$ cat src/rtl/core/gpsm_pkg.sv
// Types, register codes and GF(2^8) arithmetic for the sector MAC.
`timescale 1ns / 1ps

package gpsm_pkg;

	localparam int CFG_DATA_W  = 13;
	localparam int CFG_INDEX_W = 3;
	localparam int KEY_REGS    = 4;

	localparam logic [CFG_INDEX_W-1:0] REG_SECTOR_SIZE = 3'd0;
	localparam logic [CFG_INDEX_W-1:0] REG_KEY_COUNT   = 3'd1;
	localparam logic [CFG_INDEX_W-1:0] REG_KEY_A       = 3'd2;
	localparam logic [CFG_INDEX_W-1:0] REG_KEY_B       = 3'd3;
	localparam logic [CFG_INDEX_W-1:0] REG_KEY_C       = 3'd4;
	localparam logic [CFG_INDEX_W-1:0] REG_KEY_D       = 3'd5;

	localparam logic [CFG_DATA_W-1:0] SECTOR_SIZE_RESET = 13'd512;
	localparam logic [2:0]            KEY_COUNT_RESET   = 3'd3;
	localparam logic [7:0]            KEY_RESET [KEY_REGS] = '{8'd123, 8'd200, 8'd15, 8'd0};

	// Low byte of the reduction polynomial x^8 + x^4 + x^3 + x + 1.
	localparam logic [7:0] REDUCE_LOW = 8'h1B;

	typedef struct packed {
		logic [7:0] data_byte;
		logic       end_of_data;
	} byte_req_t;

	typedef struct packed {
		logic [7:0] tag;
		logic [1:0] key_index;
		logic       last_tag;
	} tag_rsp_t;

	typedef struct packed {
		logic full;
		logic empty;
	} fifo_stat_t;

	// Shift-and-add multiply in GF(2^8), reduced by 0x11B.
	function automatic logic [7:0] gf_mul(input logic [7:0] a, input logic [7:0] b);
		logic [7:0] x;
		logic [7:0] acc;
		x = a;
		acc = '0;
		for (int i = 0; i < 8; i++) begin
			if (b[i]) begin
				acc = acc ^ x;
			end
			x = x[7] ? ((x << 1) ^ REDUCE_LOW) : (x << 1);
		end
		return acc;
	endfunction

endpackage

$ cat src/rtl/core/gpsm_front.sv
// Front end: takes bytes, tracks sector position, updates tags and key powers.
`timescale 1ns / 1ps

module gpsm_front #(
	parameter int SLOTS      = 4,
	parameter int MAX_SECTOR = 4096
) (
	input  logic                                clk,
	input  logic                                arst_n,
	input  logic                                byte_valid,
	output logic                                byte_ready,
	input  gpsm_pkg::byte_req_t                 byte_req,
	input  logic [SLOTS-1:0][7:0]               keys,
	input  logic [gpsm_pkg::CFG_DATA_W-1:0]     sector_size,
	input  logic [2:0]                          key_count,
	input  gpsm_pkg::fifo_stat_t                fifo_stat,
	output logic                                push,
	output logic [SLOTS-1:0][7:0]               push_tags,
	output logic [((SLOTS > 1) ? $clog2(SLOTS) : 1)-1:0] push_last
);

	localparam int SLOT_W = (SLOTS > 1) ? $clog2(SLOTS) : 1;
	localparam int POS_W  = (MAX_SECTOR > 1) ? $clog2(MAX_SECTOR) : 1;
	localparam int SIZE_W = POS_W + 1;
	localparam int CMP_W  = (SIZE_W > gpsm_pkg::CFG_DATA_W) ? SIZE_W : gpsm_pkg::CFG_DATA_W;

	logic [POS_W-1:0]  pos_q;
	logic [CMP_W-1:0]  size_ext;
	logic [SIZE_W-1:0] size_lim;
	logic [SIZE_W-1:0] count_nxt;
	logic              accept;
	logic              closing;
	logic              first;

	assign byte_ready = !fifo_stat.full;
	assign accept     = byte_valid && byte_ready;

	// Clamp the sector size into 1..MAX_SECTOR.
	always_comb begin
		size_ext = CMP_W'(sector_size);
		if (size_ext == '0) begin
			size_lim = SIZE_W'(1);
		end else if (size_ext > CMP_W'(MAX_SECTOR)) begin
			size_lim = SIZE_W'(MAX_SECTOR);
		end else begin
			size_lim = SIZE_W'(size_ext);
		end
	end

	assign count_nxt = {1'b0, pos_q} + SIZE_W'(1);
	assign closing   = byte_req.end_of_data || (count_nxt >= size_lim);
	assign first     = (pos_q == '0);

	always_ff @(posedge clk or negedge arst_n) begin
		if (!arst_n) begin
			pos_q <= '0;
		end else if (accept) begin
			pos_q <= closing ? '0 : count_nxt[POS_W-1:0];
		end
	end

	for (genvar k = 0; k < SLOTS; k++) begin : g_slot
		logic [7:0] acc_q;
		logic [7:0] pow_q;
		logic [7:0] pw;
		logic [7:0] base;
		logic [7:0] acc_nxt;

		// A new sector starts from the key itself and an empty tag.
		assign pw      = first ? keys[k] : pow_q;
		assign base    = first ? 8'd0 : acc_q;
		assign acc_nxt = base ^ gpsm_pkg::gf_mul(byte_req.data_byte, pw);

		always_ff @(posedge clk) begin
			if (accept) begin
				acc_q <= acc_nxt;
				pow_q <= gpsm_pkg::gf_mul(pw, keys[k]);
			end
		end

		assign push_tags[k] = acc_nxt;
	end

	// Index of the final tag: key count clamped into 1..SLOTS, minus one.
	always_comb begin
		if (key_count == '0) begin
			push_last = '0;
		end else if (key_count > 3'(SLOTS)) begin
			push_last = SLOT_W'(SLOTS - 1);
		end else begin
			push_last = SLOT_W'(key_count - 3'd1);
		end
	end

	assign push = accept && closing;

endmodule

$ cat src/rtl/core/gpsm_fifo.sv
// Two-entry queue of finished tag sets between front and back.
`timescale 1ns / 1ps

module gpsm_fifo #(
	parameter int WIDTH = 34
) (
	input  logic                 clk,
	input  logic                 arst_n,
	input  logic                 push,
	input  logic [WIDTH-1:0]     wdata,
	input  logic                 pop,
	output logic [WIDTH-1:0]     head,
	output gpsm_pkg::fifo_stat_t stat
);

	logic [WIDTH-1:0] mem_q [2];
	logic             wr_ptr_q;
	logic             rd_ptr_q;
	logic [1:0]       cnt_q;
	logic             do_push;
	logic             do_pop;

	assign stat.full  = (cnt_q == 2'd2);
	assign stat.empty = (cnt_q == 2'd0);
	assign do_push    = push && !stat.full;
	assign do_pop     = pop && !stat.empty;
	assign head       = mem_q[rd_ptr_q];

	always_ff @(posedge clk) begin
		if (do_push) begin
			mem_q[wr_ptr_q] <= wdata;
		end
	end

	always_ff @(posedge clk or negedge arst_n) begin
		if (!arst_n) begin
			wr_ptr_q <= 1'b0;
			rd_ptr_q <= 1'b0;
			cnt_q    <= 2'd0;
		end else begin
			if (do_push) begin
				wr_ptr_q <= !wr_ptr_q;
			end
			if (do_pop) begin
				rd_ptr_q <= !rd_ptr_q;
			end
			cnt_q <= cnt_q + 2'(do_push) - 2'(do_pop);
		end
	end

endmodule

$ cat src/rtl/core/gpsm_emit.sv
// Back end: walks a tag set and sends one tag per cycle, while tag_ready is high, through an output register.
`timescale 1ns / 1ps

module gpsm_emit #(
	parameter int SLOTS = 4
) (
	input  logic                  clk,
	input  logic                  arst_n,
	input  gpsm_pkg::fifo_stat_t  fifo_stat,
	input  logic [SLOTS-1:0][7:0] head_tags,
	input  logic [((SLOTS > 1) ? $clog2(SLOTS) : 1)-1:0] head_last,
	output logic                  pop,
	output logic                  tag_valid,
	input  logic                  tag_ready,
	output gpsm_pkg::tag_rsp_t    tag_rsp
);

	localparam int SLOT_W = (SLOTS > 1) ? $clog2(SLOTS) : 1;

	logic [SLOT_W-1:0]  k_q;
	logic               valid_q;
	gpsm_pkg::tag_rsp_t rsp_q;
	logic               load;
	logic               is_last;

	assign load    = !fifo_stat.empty && (!valid_q || tag_ready);
	assign is_last = (k_q == head_last);
	assign pop     = load && is_last;

	always_ff @(posedge clk or negedge arst_n) begin
		if (!arst_n) begin
			valid_q <= 1'b0;
			k_q     <= '0;
		end else begin
			if (load) begin
				valid_q <= 1'b1;
				k_q     <= is_last ? '0 : k_q + SLOT_W'(1);
			end else if (tag_ready) begin
				valid_q <= 1'b0;
			end
		end
	end

	always_ff @(posedge clk) begin
		if (load) begin
			rsp_q.tag       <= head_tags[k_q];
			rsp_q.key_index <= 2'(k_q);
			rsp_q.last_tag  <= is_last;
		end
	end

	assign tag_valid = valid_q;
	assign tag_rsp   = rsp_q;

endmodule

$ cat src/rtl/core/gf256_polynomial_sector_mac.sv
// Top level of the GF(2^8) polynomial sector MAC.
`timescale 1ns / 1ps
//
// Usage:
//   Byte channel (byte_valid/byte_ready/byte_req): one request per byte of the
//   stream; end_of_data on a byte closes a short final sector.
//   Tag channel (tag_valid/tag_ready/tag_rsp): when a sector closes, one tag per
//   key in use goes out in key order, last_tag set on the final one.
//   Config port (cfg_wen/cfg_index/cfg_wdata): write-only registers, sector
//   size, key count and the four keys; write them only while the block is idle.
// Timing:
//   One byte per cycle while the queue is not full. The closing byte's tags are
//   captured into a two-entry queue at acceptance; with the output idle the first
//   tag then moves from the queue into the output register, and further tags follow
//   one per cycle while tag_ready is high. Sustained rate is bound by the single
//   output register, and byte_ready drops only while the queue holds two unsent tag sets.
// Reset: arst_n clears position, queue and output; registers take their default
//   values (512 bytes, 3 keys, keys 123, 200, 15, 0). No clearing pass is needed.
// Stall: a low tag_ready holds the current tag in place; the front keeps taking
//   bytes until the queue fills.

module gf256_polynomial_sector_mac #(
	parameter int MAX_KEYS   = 4,
	parameter int MAX_SECTOR = 4096
) (
	input  logic                            clk,
	input  logic                            arst_n,
	input  logic                            byte_valid,
	output logic                            byte_ready,
	input  gpsm_pkg::byte_req_t             byte_req,
	output logic                            tag_valid,
	input  logic                            tag_ready,
	output gpsm_pkg::tag_rsp_t              tag_rsp,
	input  logic                            cfg_wen,
	input  logic [gpsm_pkg::CFG_INDEX_W-1:0] cfg_index,
	input  logic [gpsm_pkg::CFG_DATA_W-1:0]  cfg_wdata
);

	// Slots beyond the fourth key register never produce a tag.
	localparam int SLOTS   = (MAX_KEYS < gpsm_pkg::KEY_REGS) ? MAX_KEYS : gpsm_pkg::KEY_REGS;
	localparam int SLOT_W  = (SLOTS > 1) ? $clog2(SLOTS) : 1;
	localparam int ENTRY_W = SLOTS * 8 + SLOT_W;

	logic [gpsm_pkg::CFG_DATA_W-1:0] sector_size_q;
	logic [2:0]                      key_count_q;
	logic [SLOTS-1:0][7:0]           keys_q;

	gpsm_pkg::fifo_stat_t  fifo_stat;
	logic                  push;
	logic                  pop;
	logic [SLOTS-1:0][7:0] push_tags;
	logic [SLOT_W-1:0]     push_last;
	logic [ENTRY_W-1:0]    head;
	logic [SLOTS-1:0][7:0] head_tags;
	logic [SLOT_W-1:0]     head_last;

	// Register file: unknown indexes drop the write.
	always_ff @(posedge clk or negedge arst_n) begin
		if (!arst_n) begin
			sector_size_q <= gpsm_pkg::SECTOR_SIZE_RESET;
			key_count_q   <= gpsm_pkg::KEY_COUNT_RESET;
		end else if (cfg_wen) begin
			if (cfg_index == gpsm_pkg::REG_SECTOR_SIZE) begin
				sector_size_q <= cfg_wdata;
			end
			if (cfg_index == gpsm_pkg::REG_KEY_COUNT) begin
				key_count_q <= cfg_wdata[2:0];
			end
		end
	end

	// Key slot k sits at REG_KEY_A + k (A, B, C, D in order).
	for (genvar k = 0; k < SLOTS; k++) begin : g_key
		always_ff @(posedge clk or negedge arst_n) begin
			if (!arst_n) begin
				keys_q[k] <= gpsm_pkg::KEY_RESET[k];
			end else if (cfg_wen &&
					cfg_index == gpsm_pkg::REG_KEY_A + gpsm_pkg::CFG_INDEX_W'(k)) begin
				keys_q[k] <= cfg_wdata[7:0];
			end
		end
	end

	gpsm_front #(
		.SLOTS      (SLOTS),
		.MAX_SECTOR (MAX_SECTOR)
	) u_front (
		.clk         (clk),
		.arst_n      (arst_n),
		.byte_valid  (byte_valid),
		.byte_ready  (byte_ready),
		.byte_req    (byte_req),
		.keys        (keys_q),
		.sector_size (sector_size_q),
		.key_count   (key_count_q),
		.fifo_stat   (fifo_stat),
		.push        (push),
		.push_tags   (push_tags),
		.push_last   (push_last)
	);

	gpsm_fifo #(
		.WIDTH (ENTRY_W)
	) u_fifo (
		.clk    (clk),
		.arst_n (arst_n),
		.push   (push),
		.wdata  ({push_tags, push_last}),
		.pop    (pop),
		.head   (head),
		.stat   (fifo_stat)
	);

	assign head_tags = head[ENTRY_W-1:SLOT_W];
	assign head_last = head[SLOT_W-1:0];

	gpsm_emit #(
		.SLOTS (SLOTS)
	) u_emit (
		.clk       (clk),
		.arst_n    (arst_n),
		.fifo_stat (fifo_stat),
		.head_tags (head_tags),
		.head_last (head_last),
		.pop       (pop),
		.tag_valid (tag_valid),
		.tag_ready (tag_ready),
		.tag_rsp   (tag_rsp)
	);

endmodule

$ cat config.mk
export PLATFORM = sky130hd
export DESIGN_NAME = gf256_polynomial_sector_mac
export DESIGN_NICKNAME = d
export VERILOG_FILES = /design/src/rtl/core/gpsm_pkg.sv /design/src/rtl/core/gpsm_front.sv /design/src/rtl/core/gpsm_fifo.sv /design/src/rtl/core/gpsm_emit.sv /design/src/rtl/core/gf256_polynomial_sector_mac.sv
export SDC_FILE = /design/constraint.sdc
export NUM_CORES = 1
export LEC_CHECK = 0
export BUFFER_PORTS_ARGS = -buffer_cell sky130_fd_sc_hd__buf_2
export CORE_ASPECT_RATIO = 1.5
export CORE_MARGIN = 4
export CORE_UTILIZATION = 50
export DETAILED_ROUTE_END_ITERATION = 16
export GPL_TIMING_DRIVEN = 0
export PLACE_DENSITY_LB_ADDON = 0.08
export SLEW_MARGIN = 0
export SYNTH_ARGS = -nofsm -noshare
export SYNTH_HDL_FRONTEND = slang
export SYNTH_SLANG_ARGS = --single-unit
$ cat constraint.sdc
create_clock -name clk -period 8 [get_ports clk]
set_input_delay 1.6 -clock clk [delete_from_list [all_inputs] [get_ports clk]]
set_output_delay 1.6 -clock clk [all_outputs]
set_load 0.1 [all_outputs]
Word-level counts from Yosys, hierarchy flattened --
Memories as Yosys holds them, arrays and structs flattened. Index checks and enable logic that the tools add are counted.
Storage, ports and cells: memory bits (writable) 68, output and inout port bits 13, memories 1, logic and storage cells 307, bits in registers 142, input bits 30
Operators by class: add/sub/neg operators 5, magnitude comparators 4, bitwise operators 95, equality and inequality tests 7, reductions and logical operators 25, mux-type cells 147
Memory list:
- u_fifo.mem_q | words 2, bits a word 34, rd ports 1, clocked after Yosys merged registers in 0, wr ports 1, line gpsm_fifo.sv:16 | logic [WIDTH-1:0] mem_q [2];
Operators with widths (number):
- 2-to-1 mux 8 bit | 101
- XOR 8 bit | 60
- 2-to-1 mux 5 bit | 35
- NOT 4 bit | 35
- 2-to-1 mux 13 bit | 2
- binary-select mux 8 bit (select 2 bit) | 1
- adder 12 x 1 -> 13 bit (second input constant) | 1
- >= comparator 13 bit | 1
- greater-than comparator 13 bit (second input constant) | 1
- zero test 13 bit | 1
- zero test 12 bit | 1
- 2-to-1 mux 12 bit | 1
- logical AND 1 bit | 10
- equality test 3 x 2 -> 1 bit (second input constant) | 2
- equality test 3 bit (second input constant) | 2
- zero test 3 bit | 2
- 2-to-1 mux 2 bit | 3
- zero test 1 bit | 5
- 2-to-1 mux 1 bit | 4
- AND reduction 2 bit | 2
- equality test 3 x 1 -> 1 bit (second input constant) | 1
- greater-than comparator 3 bit (second input constant) | 1
- less-than comparator 2 x 3 -> 1 bit (second input constant) | 1
- adder 2 x 1 -> 2 bit | 1
- other kinds (8) | 9

Depth between registers and ports, before layout --
Gate-level depths: netlist of the first run.
depth after elaboration 24, mapped depth 17, gate-level depth less buffers 16

Cells and area by module --
Synthesis of the first run repeated with hierarchy kept, for this count alone.
Second synthesis, totals: cells, all modules 2117, area, all modules 19451.2 µm²
By module, submodules not included:
- gpsm_front | times used 1, cells each 1847, seq. area each 2222.1 µm², area an instance 14034.7 µm²
- gpsm_fifo | times used 1, cells each 124, seq. area each 2142.1 µm², area an instance 2805.2 µm²
- gf256_polynomial_sector_mac | times used 1, cells each 105, seq. area each 1221.2 µm², area an instance 1886.8 µm²
- gpsm_emit | times used 1, cells each 41, seq. area each 405.4 µm², area an instance 724.4 µm²

Worst setup path after synthesis of the first run --
OpenSTA, ideal clock, no wires.
path type flip-flop to flip-flop, from reg u_front.pos_q[0], to mem u_fifo.mem_q[0][0] (enable), arrival time 5.395 ns, path buffers 0, setup time 0.511 ns, clock period less this slack 5.906 ns, stages on the path, launching flop included 14, setup slack 2.094 ns, required time 7.489 ns, cells stage by stage dfrtp_1 -> ha_1 -> nand3_1 -> nor2_1 -> nand2_1 -> xnor2_1 -> ha_1 -> a21o_1 -> a21o_1 -> a21o_1 -> a21o_1 -> o21ai_0 -> o21a_1 -> nor4_1
Between the ends: longest elaborated chain between the ends 7
Ends and longest elaborated chain:
- start: declaration | line gpsm_front.sv:27 | logic [POS_W-1:0] pos_q;
- start signal: assignment | line gpsm_front.sv:58 | pos_q <= closing ? '0 : count_nxt[POS_W-1:0];
- adder 12 x 1 -> 13 bit | line gpsm_front.sv:50 | assign count_nxt = {1'b0, pos_q} + SIZE_W'(1);
- >= comparator 13 bit | line gpsm_front.sv:51 | assign closing = byte_req.end_of_data || (count_nxt >= size_lim);
- logical OR 1 bit | line gpsm_front.sv:51
- logical AND 1 bit | line gpsm_front.sv:95 | assign push = accept && closing;
- logical AND 1 bit | line gpsm_fifo.sv:25 | assign do_push = push && !stat.full;
- 2-to-1 mux 1 bit | line gpsm_fifo.sv:30 | if (do_push) begin
- 2-to-1 mux 1 bit (not written as such) | line gpsm_fifo.sv:31 | mem_q[wr_ptr_q] <= wdata;
- end: declaration | line gpsm_fifo.sv:16
Every way passes these cells.

==> results of run 1 <==
cells in the final DEF (no fill, tap or decap), drive strengths merged, types with 36 or more instances in the layout:
cell type  instances
a21oi             36
buf               92
clkbuf           111
dfrtp             51
edfxtp           143
mux2              87
mux2i             64
nand2            394
nor2             175
o21ai             68
xnor2            450
xor2             142
how the worst min path moves through the flow:
stage,start,cells after the start,to
2_1_floorplan,u_fifo.wr_ptr_q,1,u_fifo.wr_ptr_q
3_3_place_gp,u_fifo.cnt_q[0],2,u_emit.tag_valid
3_5_place_dp,u_emit.k_q[1],0,u_emit.tag_rsp[2]
4_1_cts,u_emit.k_q[1],0,u_emit.tag_rsp[2]
5_1_grt,u_emit.k_q[0],0,u_emit.tag_rsp[1]
6_report,u_emit.k_q[1],0,u_emit.tag_rsp[2]
critical path, delay by kind of cell:
kind / cells / cell delay [ns]
AND/OR/NAND/NOR: 1 / 0.13
buffers and inverters: 3 / 1.32
XOR/XNOR: 6 / 2.23
state kept, by name (all words and copies together) (netlist names), 2 cells and up:
register / flops
u_emit.k_q: 2
u_fifo.mem_q: 68
sector_size_q: 13
keys_q: 32
u_front.pos_q: 12
key_count_q: 3
u_front.g_slot.acc_q: 32
u_fifo.cnt_q: 2
u_emit.tag_rsp: 11
u_front.g_slot.pow_q: 32
metal layers:
layer	routed length [um]	GRT usage (%)	vias to the layer above	share of wire, %
met2	30000	51.4	527	50
met3	3000	2.71	166	5.0
met1	23000	35.7	7084	39
met4	3660	15.3	0	6.1
met5	0	0	-	0
li1	-	-	6757	-
layout make-up:
cell class / count / share of cell area (%)
Inverter: 16 / 0.296
Clock inverter: 14 / 0.899
Timing Repair Buffer: 47 / 1.52
Clock buffer: 27 / 2.91
Sequential cell: 210 / 29.5
Buffer: 129 / 3.15
Tap cell: 484 / 2.98
Multi-Input combinational cell: 1636 / 58.8
through the flow:
step,std cells,setup slack (ns)
final,2563,2.96
after global routing,2563,2.84
after CTS,2563,2.96
after detailed placement,2522,2.40
after global placement,2514,-0.481
after floorplan,1991,2.09
cell families after synthesis:
logic type / synth area share (%)
buffers and inverters: 3.74
xor gates and xnor gates: 29.5
AOI/OAI and AO/OA: 6.49
and+or+nand+nor: 14.5
muxes: 12.4
DFF: 32.2
adders and majority gates: 1.21
==> summary.md, run 1 <==
| Metric | Value |
|---|---|
| Outcome | `complete, no violations` |
| PortBufs | `39` |
| Most frequent cell after synthesis | `xnor2_1` |
| Max-slew violation count | `0` |
| Register Area | `5990 um^2` |
| Top FF cell, synth | `edfxtp_1` |
| CTS Sinks | `210` |
| Final worst path period need | `5.04 ns` |
| Row cnt | `86` |
| Crit path max-delay cell type | `xnor2_1` |
| Top cells by count, synth | `445 x xnor2_1, 394 x nand2_1, 173 x nor2_1` |
| Post-synth ARST share | `31.9%` |
| Vias per cell | `5.67` |
| Origin of the critical flop-to-flop path | `u_front.pos_q[0]` |
| N_diodes | `0` |
| Chip width | `165 um` |
| Area occupied by multi-input gates | `11900 um^2` |
| Post-DP Area | `19500 um^2` |
| GPL Wtd Cong | `0.968` |
| Worst hold slack | `0.512 ns` |
| CTS resizes | `0` |
| Hpwl dp | `44000 um` |
| CP Class | `in -> reg` |
| Via count | `14500` |
| Sequential share of the synthesized area | `32.2%` |
| Final wirelength | `59700 um` |
| Vias in the first global route | `14300` |
| First-pass GRT wire length | `89600 um` |
| Max Cap Viol | `0` |
| Drt initial violations | `1052` |
| Syn nets | `2039` |
| Hold Buf Count CTS | `0` |
| Layout cells sized above 1 | `13.8%` |
| Number of remaining DRC errors | `0` |
| Worst EP arrival | `5.29 ns` |
| Pre-Repair DR Iteration Count | `5` |
| Peak Freq | `0.198 GHz` |
| Critical Path Source Type | `input pin` |
| Worst min path class | `reg -> reg` |
| Endpoints failing setup | `0` |
| Main area contributors after synthesis | `edfxtp_1 23%, xnor2_1 21%, nand2_1 8.0%` |
| Fin util | `55.2%` |
| Mapped Cells | `1991` |
| Slowest cell delay on critical path | `0.77 ns` |
| Gr usage total | `29.5%` |
| Worst-Margin Slew | `1.43 ns` |
| # Post-CTS Setup Buffers | `0` |
| Initial antenna violation count | `0` |
| Critical Path End Type | `flop` |
| Largest net degree at the start of global routing | `49` |
| CP required | `8.25 ns` |
| Yosys reg bits | `210` |
| CP startpoint | `byte_req[8]` |
| Area share of the leading cell type in the synthesized netlist | `23.1%` |
| Crit-path cells | `buf_2 > buf_1 > xnor2_1 > xnor2_1 > clkbuf_1 > nor2_1 > xor2_1 > xnor2_1 > xnor2_1 > xnor2_1` |
| Post-route cell area | `20300 um^2` |
| Syn Area/Cell | `9.34 um^2` |
| Register-to-Register Path Depth | `16` |
| Total number of H-tree levels | `1` |
| CTS tree | `built` |
| Clock latency on the worst-skew pair | `0.55 ns` |
| R2R Path End | `u_front.g_slot[1].acc_q[1]` |
| Critical path peak fanout | `10` |
| Slew headroom | `3.34%` |
| Netlist cell types | `72` |
| Crit-path most repeated cell | `xnor2_1` |
| Total CTS buffers | `23` |
| Root buffer cell | `clkbuf_16` |
| Final Hold Fails | `0` |
| Average wire per cell in the routed design | `23.3 um` |
| Worst setup endpoint | `u_fifo.mem_q[0][24]` |
| ANT nets after route | `0` |
| Clock slew at reported path FFs | `0.07 ns` |
| TNS Setup | `0 ns` |
| Filler cells | `3428` |
| Largest area contributor in the netlist | `edfxtp_1` |
| Synthesis-to-finish area growth | `9.21%` |
| Synth Cell Area | `18600 um^2` |
| NumNets Final | `2111` |
| Final Cycle Share | `63.0%` |
| Setup Skew | `0.0153 ns` |
| Die ar. | `40400 um^2` |
| Gr ovfl total | `0` |
| Post-synth EDFFs | `143` |
| RSZ-0062 raised after global routing | `false` |
| Die span in y | `244 um` |
| Area of the core | `36800 um^2` |
| Clock tree buffer depth | `3` |
| Initial Util | `50.5%` |
| Number of top-level pins | `43` |
| Yosys warning count | `0` |
| R2R Setup Slk | `2.98 ns` |
Power of run 1 is left out: the tool's default activity adds up to more than one toggle a clock period on the data nets, which glitch-free logic cannot reach.
==> run 2: changes to the inputs <==
ABC_AREA = 1   (was default)
clock period = 4.8 ns   (was 8 ns; I/O delays follow)
==> run 2 against run 1 <==
Against the previous run: die area about the same; first-iteration DRC count up 24%; clock-buffer cell count up 3; worst hold slack worse by 0.30 ns; largest cell class unchanged.
==> summary.md, run 2 <==
| Metric | Value |
|---|---|
| Crit path max-delay cell type | `dfrtp_1` |
| Via count | `17100` |
| Area share of the leading cell type in the synthesized netlist | `23.1%` |
| Average wire per cell in the routed design | `18.5 um` |
| Post-synth EDFFs | `143` |
| Largest reg by FF count | `u_fifo.mem_q` |
| Drt initial violations | `1300` |
| RSZ-0062 raised after global routing | `false` |
| Total number of H-tree levels | `1` |
| Number of remaining DRC errors | `0` |
| Clock tree buffer depth | `3` |
| Slowest cell delay on critical path | `0.38 ns` |
| Final wirelength | `59700 um` |
| Critical Path End Type | `flop` |
| Chip width | `166 um` |
| Largest net degree at the start of global routing | `65` |
| Netlist cell types | `48` |
| Root buffer cell | `clkbuf_16` |
| PortBufs | `40` |
| Peak Freq | `0.256 GHz` |
| Largest family of logic cells by synthesized area | `simple AND/OR/NAND/NOR gates` |
| GPL Wtd Cong | `0.958` |
| Crit-path most repeated cell | `nor2_1` |
| Critical Path Source Type | `flop` |
| Yosys reg bits | `210` |
| Synth Area in Adders | `1.21%` |
| Max reg flops | `68` |
| Post-DP Area | `19500 um^2` |
| Mux cell area share after synthesis | `0.242%` |
| Main area contributors after synthesis | `edfxtp_1 23%, nand2_1 19%, xor2_1 11%` |
| Simple-Gate Fraction of Synth Area | `32.7%` |
| Sequential share of the synthesized area | `32.2%` |
| Vias per cell | `5.31` |
| Final worst path period need | `3.91 ns` |
| Synthesis-to-finish area growth | `9.25%` |
| Most frequent cell after synthesis | `nand2_1` |
| Post-synthesis compound-gate area fraction | `5.69%` |
| Hold Buf Count CTS | `0` |
| Syn nets | `2697` |
| Final Cycle Share | `81.5%` |
| Total CTS buffers | `23` |
| Crit-path cells | `ha_1 > nand3_1 > nor2_1 > inv_1 > nor2_1 > nand4_1 > xor2_1 > ha_1 > nand2_1 > o41ai_1 > o21bai_1 > a31oi_1 > nor2_1 > inv_1 > nor2_4 > buf_12` |
| Hpwl dp | `46000 um` |
| Register Area | `5990 um^2` |
| TNS Setup | `0 ns` |
| Post-route cell area | `20300 um^2` |
| Die span in y | `244 um` |
| Mapped Cells | `2649` |
| Setup Skew | `0.0153 ns` |
| Max-slew violation count | `0` |
| CP Class | `reg -> reg` |
| Pre-Repair DR Iteration Count | `5` |
| First-pass GRT wire length | `92300 um` |
| NumNets Final | `2766` |
| Die ar. | `40400 um^2` |
| Area of the core | `36800 um^2` |
| Clock latency on the worst-skew pair | `0.54 ns` |
| Slew headroom | `22.0%` |
| Vias in the first global route | `16500` |
| Initial antenna violation count | `2` |
| Critical path peak fanout | `32` |
| Yosys warning count | `0` |
| Filler cells | `3649` |
| Syn Area/Cell | `7.03 um^2` |
| # Post-CTS Setup Buffers | `0` |
| Final Hold Fails | `0` |
| Worst min path class | `in -> async` |
| Row cnt | `86` |
| Gr usage total | `29.5%` |
| Synth Cell Area | `18600 um^2` |
| CTS tree | `built` |
| Crit path max-delay family | `simple AND/OR/NAND/NOR gates` |
| Gr ovfl total | `0` |
| Top FF cell, synth | `edfxtp_1` |
| Endpoints failing setup | `0` |
| ANT nets after route | `0` |
| Leading cell type in the layout, fill and taps excluded | `nand2_1` |
| Worst EP arrival | `4.14 ns` |
| Most frequent cells in the layout | `955 x nand2_1, 280 x nor2_1, 237 x inv_1` |
| Area occupied by multi-input gates | `11200 um^2` |
| CTS Sinks | `210` |
| Initial Util | `50.6%` |
| Worst-Margin Slew | `1.16 ns` |
| Worst Path Buf+Inv | `3` |
| Clock slew at reported path FFs | `0.07 ns` |
| Max Cap Viol | `0` |
| CTS resizes | `0` |
| Layout cells sized above 1 | `8.48%` |
| Post-synth ARST share | `31.9%` |
| Outcome | `complete, no violations` |
| Largest area contributor in the netlist | `edfxtp_1` |
| Top cells by count, synth | `955 x nand2_1, 282 x nor2_1, 237 x inv_1` |
| Post-Synth XOR/XNOR Area | `20.3%` |
| Number of top-level pins | `43` |
| CP required | `5.02 ns` |
==> run 2: logic make-up (layout without fill, tap and decap cells) <==
group,count (synthesis),count (layout)
buf+inv,344,430
flops,210,210
mux,4,4
simple gates,1482,1482
other cells,0,2
compound gates,177,177
fa+ha+maj,18,18
xor+xnor,414,414
==> run 2: area by class of cell <==
| class | instances | area share, % |
|---|---|---|
| diodes | 2 | 0.0246 |
| plain buffers | 91 | 2.38 |
| clock buffers | 30 | 3.13 |
| clock inverters | 12 | 0.800 |
| inverters | 253 | 4.67 |
| multi-input cells | 2095 | 55.1 |
| flip-flops and latches | 210 | 29.5 |
| well taps | 484 | 2.98 |
| repair buffers | 44 | 1.43 |
==> run 2: final timing paths <==
| kind | from | end | cells past startpoint | slack, ns |
|---|---|---|---|---|
| setup / recovery | u_front.pos_q[0] | u_fifo.mem_q[0][15] | 16 | 0.89 |
| hold / removal | arst_n | u_fifo.cnt_q[1] | 1 | 0.22 |
| setup reg to reg | u_front.pos_q[0] | u_fifo.mem_q[0][15] | 16 | 0.89 |
| hold reg to reg | u_emit.k_q[1] | u_emit.tag_rsp[2] | 0 | 0.48 |
| max in group asynchronous | arst_n | keys_q[5] | 2 | 3.99 |
| min in group clk | u_emit.k_q[1] | u_emit.tag_rsp[2] | 0 | 0.48 |
==> run 2: per-layer routing <==
metal  GRT usage [%]  vias up  routed length (um)  part of all wire [%]
met5               0        -                   0                     0
met4            15.3        0                3580                   6.0
met3            2.78      173                2590                   4.3
met2            53.5      543               30700                    51
met1            33.9     8017               22800                    38
li1                -     8381                   -                     -
==> run 2: metrics by stage <==
stage / worst slack, ns / instances / utilization (%) / hold slack [ns]
5_1_grt: 0.543 / 3219 / 55.2 / 0.200
2_1_floorplan: 0.498 / 2649 / - / 0.423
4_1_cts: 0.885 / 3219 / 55.2 / 0.194
3_3_place_gp: -0.917 / 3173 / 52.8 / 0.451
3_5_place_dp: 0.658 / 3177 / 53.1 / 0.450
6_report: 0.887 / 3221 / 55.3 / 0.216
Power of run 2 is left out for the same reason.
